[config.mk]
export PLATFORM = sky130hd
export DESIGN_NAME = cau_udiv
export DESIGN_NICKNAME = d
export VERILOG_FILES = /design/src/hdl/cau_pkg.sv /design/src/hdl/cau_udiv.sv
export SDC_FILE = /design/constraint.sdc
export NUM_CORES = 2
export LEC_CHECK = 0
export BUFFER_PORTS_ARGS = -buffer_cell sky130_fd_sc_hd__buf_2
export CAP_MARGIN = 20
export CORE_MARGIN = 2
export CORE_UTILIZATION = 58
export CTS_CLUSTER_SIZE = 16
export DETAILED_ROUTE_END_ITERATION = 16
export PLACE_DENSITY_LB_ADDON = 0.3
export SLEW_MARGIN = 15
export SYNTH_ARGS = -nofsm -noshare
export SYNTH_HDL_FRONTEND = slang
export SYNTH_SLANG_ARGS = --single-unit
[constraint.sdc]
create_clock -name clock -period 3.8 [get_ports clock]
set_input_delay 0.76 -clock clock [delete_from_list [all_inputs] [get_ports clock]]
set_output_delay 0.76 -clock clock [all_outputs]
set_load 0.01 [all_outputs]
[src/hdl/cau_pkg.sv]
// shared types, widths and the saturate helper function for the complex arithmetic unit
package cau_pkg;

   localparam int FRAC_BITS = 8;
   localparam int DATA_W    = 16;
   localparam int PROD_W    = 2 * DATA_W;
   localparam int SUM_W     = PROD_W + 1;
   localparam int SAT_W     = SUM_W + 1;
   localparam int DEN_W     = PROD_W;
   localparam int REM_W     = DEN_W + DATA_W;
   localparam int ADD_W     = DATA_W + 1;

   typedef enum logic [1:0] {
      OP_ADD = 2'd0,
      OP_SUB = 2'd1,
      OP_MUL = 2'd2,
      OP_DIV = 2'd3
   } op_type;

   typedef logic signed [DATA_W-1:0] data_type;

   typedef struct packed {
      data_type val;
      logic     ovf;
   } sat_type;

   // per-request info that rides alongside the divider stages
   typedef struct packed {
      logic     is_div;
      logic     dz;
      logic     neg_re;
      logic     neg_im;
      logic     big_re;
      logic     big_im;
      data_type re;
      data_type im;
      logic     ovf;
   } side_type;

   // clamp a wide signed value into the result range
   function automatic sat_type saturate(logic signed [SAT_W-1:0] v);
      sat_type r;
      if ((v[SAT_W-1:DATA_W-1] == '0) || (v[SAT_W-1:DATA_W-1] == '1)) begin
         r.val = v[DATA_W-1:0];
         r.ovf = 1'b0;
      end else begin
         r.val = v[SAT_W-1] ? {1'b1, {(DATA_W-1){1'b0}}} : {1'b0, {(DATA_W-1){1'b1}}};
         r.ovf = 1'b1;
      end
      return r;
   endfunction

endpackage

[src/hdl/cau_udiv.sv]
// pipelined unsigned restoring divider, one quotient bit per stage
module cau_udiv (
   input  logic                        clock,
   input  logic                        en,
   input  logic [cau_pkg::REM_W-1:0]   dividend,
   input  logic [cau_pkg::DEN_W-1:0]   divisor,
   output logic [cau_pkg::DATA_W-1:0]  quot
);
   import cau_pkg::*;

   logic [REM_W-1:0]  rem_ff [DATA_W];
   logic [REM_W-1:0]  rem_in [DATA_W];
   logic [DEN_W-1:0]  den_ff [DATA_W];
   logic [DEN_W-1:0]  den_in [DATA_W];
   logic [DATA_W-1:0] quo_ff [DATA_W];
   logic [DATA_W-1:0] quo_in [DATA_W];

   // each stage tries the divisor shifted to its quotient bit
   always_comb begin
      logic [REM_W-1:0]  r;
      logic [DEN_W-1:0]  d;
      logic [DATA_W-1:0] q;
      logic [REM_W-1:0]  trial;
      for (int k = 0; k < DATA_W; k++) begin
         if (k == 0) begin
            r = dividend;
            d = divisor;
            q = '0;
         end else begin
            r = rem_ff[k-1];
            d = den_ff[k-1];
            q = quo_ff[k-1];
         end
         trial = REM_W'(d) << (DATA_W - 1 - k);
         if (r >= trial) begin
            r = r - trial;
            q[DATA_W-1-k] = 1'b1;
         end
         rem_in[k] = r;
         den_in[k] = d;
         quo_in[k] = q;
      end
   end

   // stage registers
   always_ff @(posedge clock) begin
      if (en) begin
         for (int k = 0; k < DATA_W; k++) begin
            rem_ff[k] <= rem_in[k];
            den_ff[k] <= den_in[k];
            quo_ff[k] <= quo_in[k];
         end
      end
   end

   assign quot = quo_ff[DATA_W-1];

endmodule

==> flow_metrics.py <==
metrics = {
    "critical_path": {
        "endpoint": "rem_ff[1][286]",
        "crit_buf_inv": 4,
        "end_kind": "flop",
        "r2r_start": "rem_ff[1][194]",
        "reg2regPathDepth": 17,
        "reg2reg_slack_ns": 0.05,
        "arrival_ns": 4.27,
        "cpMaxStageDelayCell": "fa_2",
        "path_depth": 17,
        "startpoint": "rem_ff[1][194]",
        "r2r_end": "rem_ff[1][286]",
        "worstPathMaxFanout": 3,
        "crit_family": "compound AO/OA/AOI/OAI gates",
        "crit_type": "flop to flop",
        "critPathMaxStageDelay_ns": 0.43,
        "critPathLaunchType": "flop",
        "path_cells": "inv_1, ha_2, inv_2, fa_2, a211oi_4, o21a_1, o31ai_4, a21oi_2, o21ba_2, o31a_1, nor3b_2, a2111oi_2, buf_4, o21ai_2, buf_6, a2111oi_4, xor2_1",
        "cp.required_ns": 4.32,
    },
    "die": {
        "die-area_sq_um": 133000,
        "die_h_um": 364,
        "coreArea_sq_um": 129000,
        "start_util_pct": 58.3,
        "die_w_um": 364,
        "io_pins": 98,
        "rows": 132,
    },
    "synth": {
        "async_reset_ff_share_pct": 0,
        "synth_commonest_cells": "1336 x edfxtp_1, 718 x a21oi_1, 641 x inv_1",
        "synth_area_sq_um": 75400,
        "yosysSeqAreaShare_pct": 53.2,
        "synth_warnings": 0,
        "synth_edf_count": 1336,
        "ys_ff_latch": 1336,
        "yosys_most_used_dff": "edfxtp_1",
        "syn_nets": 7392,
        "synth_cell_types": 103,
        "netlist_instances": 6783,
        "synth_top_area_cell": "edfxtp_1",
        "postSynthAreaPerCell_sq_um": 11.1,
        "yosysMostFrequentCell": "edfxtp_1",
        "yosys-top-cells-area": "edfxtp_1 53%, ha_1 8.5%, a21oi_1 4.8%",
        "synth_top_area_share_pct": 53.2,
    },
    "sta": {
        "slew_viol_final": 0,
        "finalCriticalPeriod_ns": 3.75,
        "finalHoldViolations": 0,
        "worstMarginPinSlew_ns": 0.819,
        "post-route-period-util_pct": 98.8,
        "rsz0062_at_grt": "yes",
        "relSlewSlack_pct": 44.9,
        "skew_ns": 0.0418,
        "fin_ws_ns": 0.0470,
        "max_freq_mhz": 266,
        "whs_ns": 0.166,
        "setup_viol": 0,
    },
    "clocking": {
        "numCtsBuffers": 147,
        "cts_tree": "done",
        "clk_path_buf_depth": 3,
        "clk_pin_slew_ns": 0.06,
        "hold_buffers": 0,
        "clk_latency_ns": 0.79,
        "cts_sinks": 1336,
        "htreeDepth": 4,
        "clockRootBuffer": "clkbuf_16",
    },
    "final_layout": {
        "fin_area_sq_um": 85500,
        "diodes": 0,
        "utilization_pct": 66.2,
        "drive_above_1_share_pct": 12.9,
        "area_delta_synth_final_pct": 13.4,
        "nets": 7802,
    },
    "placement": {
        "place_ws_ns": -0.289,
        "placed_cell_area_sq_um": 80100,
        "dp_hpwl_mm": 118,
        "io_buffers": 97,
        "gp_congestion": 1.01,
    },
    "pwr": {
        "p_leak_nw": 34.7,
        "total_power_w": 0.0653,
        "vdd_ir_drop_max_uv": 429,
        "powerDensity_nw_per_um2": 764,
    },
    "global_route": {
        "grt_max_degree": 114,
        "grt_overflow": 0,
        "grt_pass1_wl_mm": 254,
        "antenna_found_initial": 0,
        "grt_pass1_vias": 53238,
        "grt.total_usage_pct": 23.7,
    },
    "detailed_routing": {
        "via_per_inst": 5.77,
        "drc": 0,
        "routedWlPerCell_um": 17.4,
        "vias": 52159,
        "drtIter0Drc": 3176,
        "ant_nets": 0,
        "totalWireLength_mm": 158,
        "dr.pass1.iters": 6,
    },
    "hold_path": {
        "hp-class": "input pin to flop",
        "holdPathStages": 1,
    },
    "outcome": {
        "status": "finished clean",
    },
    "run": {
        "cap_violations": 0,
    },
}
==> cell type report <==
class                   count  area [sq um]
clock buffers             171          3770
clock inverters            88          1140
fillers                  9627         43700
inverters                 643          2410
multi-input cells        4628         32500
flip-flops and latches   1336         40100
well taps                1742          2180
repair buffers            437          3360
==> metrics by stage <==
stage / cells / TNS [ns]
after detailed placement: 8777 / -6.13
after CTS: 9037 / 0
final: 9045 / 0
after global routing: 9045 / -0.496
after floorplan: 6783 / 0
after global placement: 8777 / -2.15
==> flip-flops by register name, indices dropped and copies added (netlist names) <==
register,count
den_ff,480
quo_ff,136
rem_ff,720
==> routing by layer <==
layer	wire length [um]	GRT usage, %
met5	0	0
met4	10500	15.2
met3	5040	3.00
met2	85000	46.4
met1	57000	23.1
==> where the power goes <==
group	total [W]	internal (W)	switching, W
registers	0.0232	0.0212	0.00196
logic	0.0278	0.0127	0.0152
clock network	0.0143	0.00847	0.00584
==> worst min path at each step <==
stage                              from              to
after floorplan           quo_ff[0][90]  quo_ff[0][106]
after global placement    quo_ff[1][28]   quo_ff[1][44]
after detailed placement  quo_ff[0][63]   quo_ff[0][79]
after CTS                   divisor[31]   den_ff[0][31]
after global routing         divisor[0]    den_ff[0][0]
final                       dividend[4]    rem_ff[0][4]
==> what timing repair did <==
action	in CTS	in global routing
setup buffers	1	8
pin swaps	7	42
gates cloned	0	0
setup endpoints to repair	54	155
resized for setup	19	83
==> kinds of logic (layout without fill, tap and decap cells) <==
family	count (synthesis)	after routing	synth area share, %
compound gates	1803	1803	14.9
flops	1336	1336	53.2
xor+xnor	526	526	6.11
simple gates	1619	1619	10.3
buf+inv	819	1339	4.22
fa+ha+maj	527	527	8.90
mux	153	153	2.28
==> cell usage in the layout (no fill, tap or decap), types with 25 or more instances in the layout <==
master     count
clkinv_1      33
a21oi_1      702
a211oi_1      25
inv_1        638
or3_1         31
o21a_1        71
clkbuf_16    147
nand3_1       97
mux2_2       147
nand2b_1      58
a21o_1       248
xor2_1       199
o31ai_1       33
o21ai_0      312
nor4_1        46
o21bai_1      86
nor3_1        86
buf_2         96
a31oi_1       43
nand4_1      100
buf_12        25
nand2_1      402
buf_4        314
nor2b_1       72
ha_1         510
edfxtp_1    1336
nor2_1       527
xnor2_1      327
and3_1        46
No activity file was read; power rests on OpenSTA's default activity.
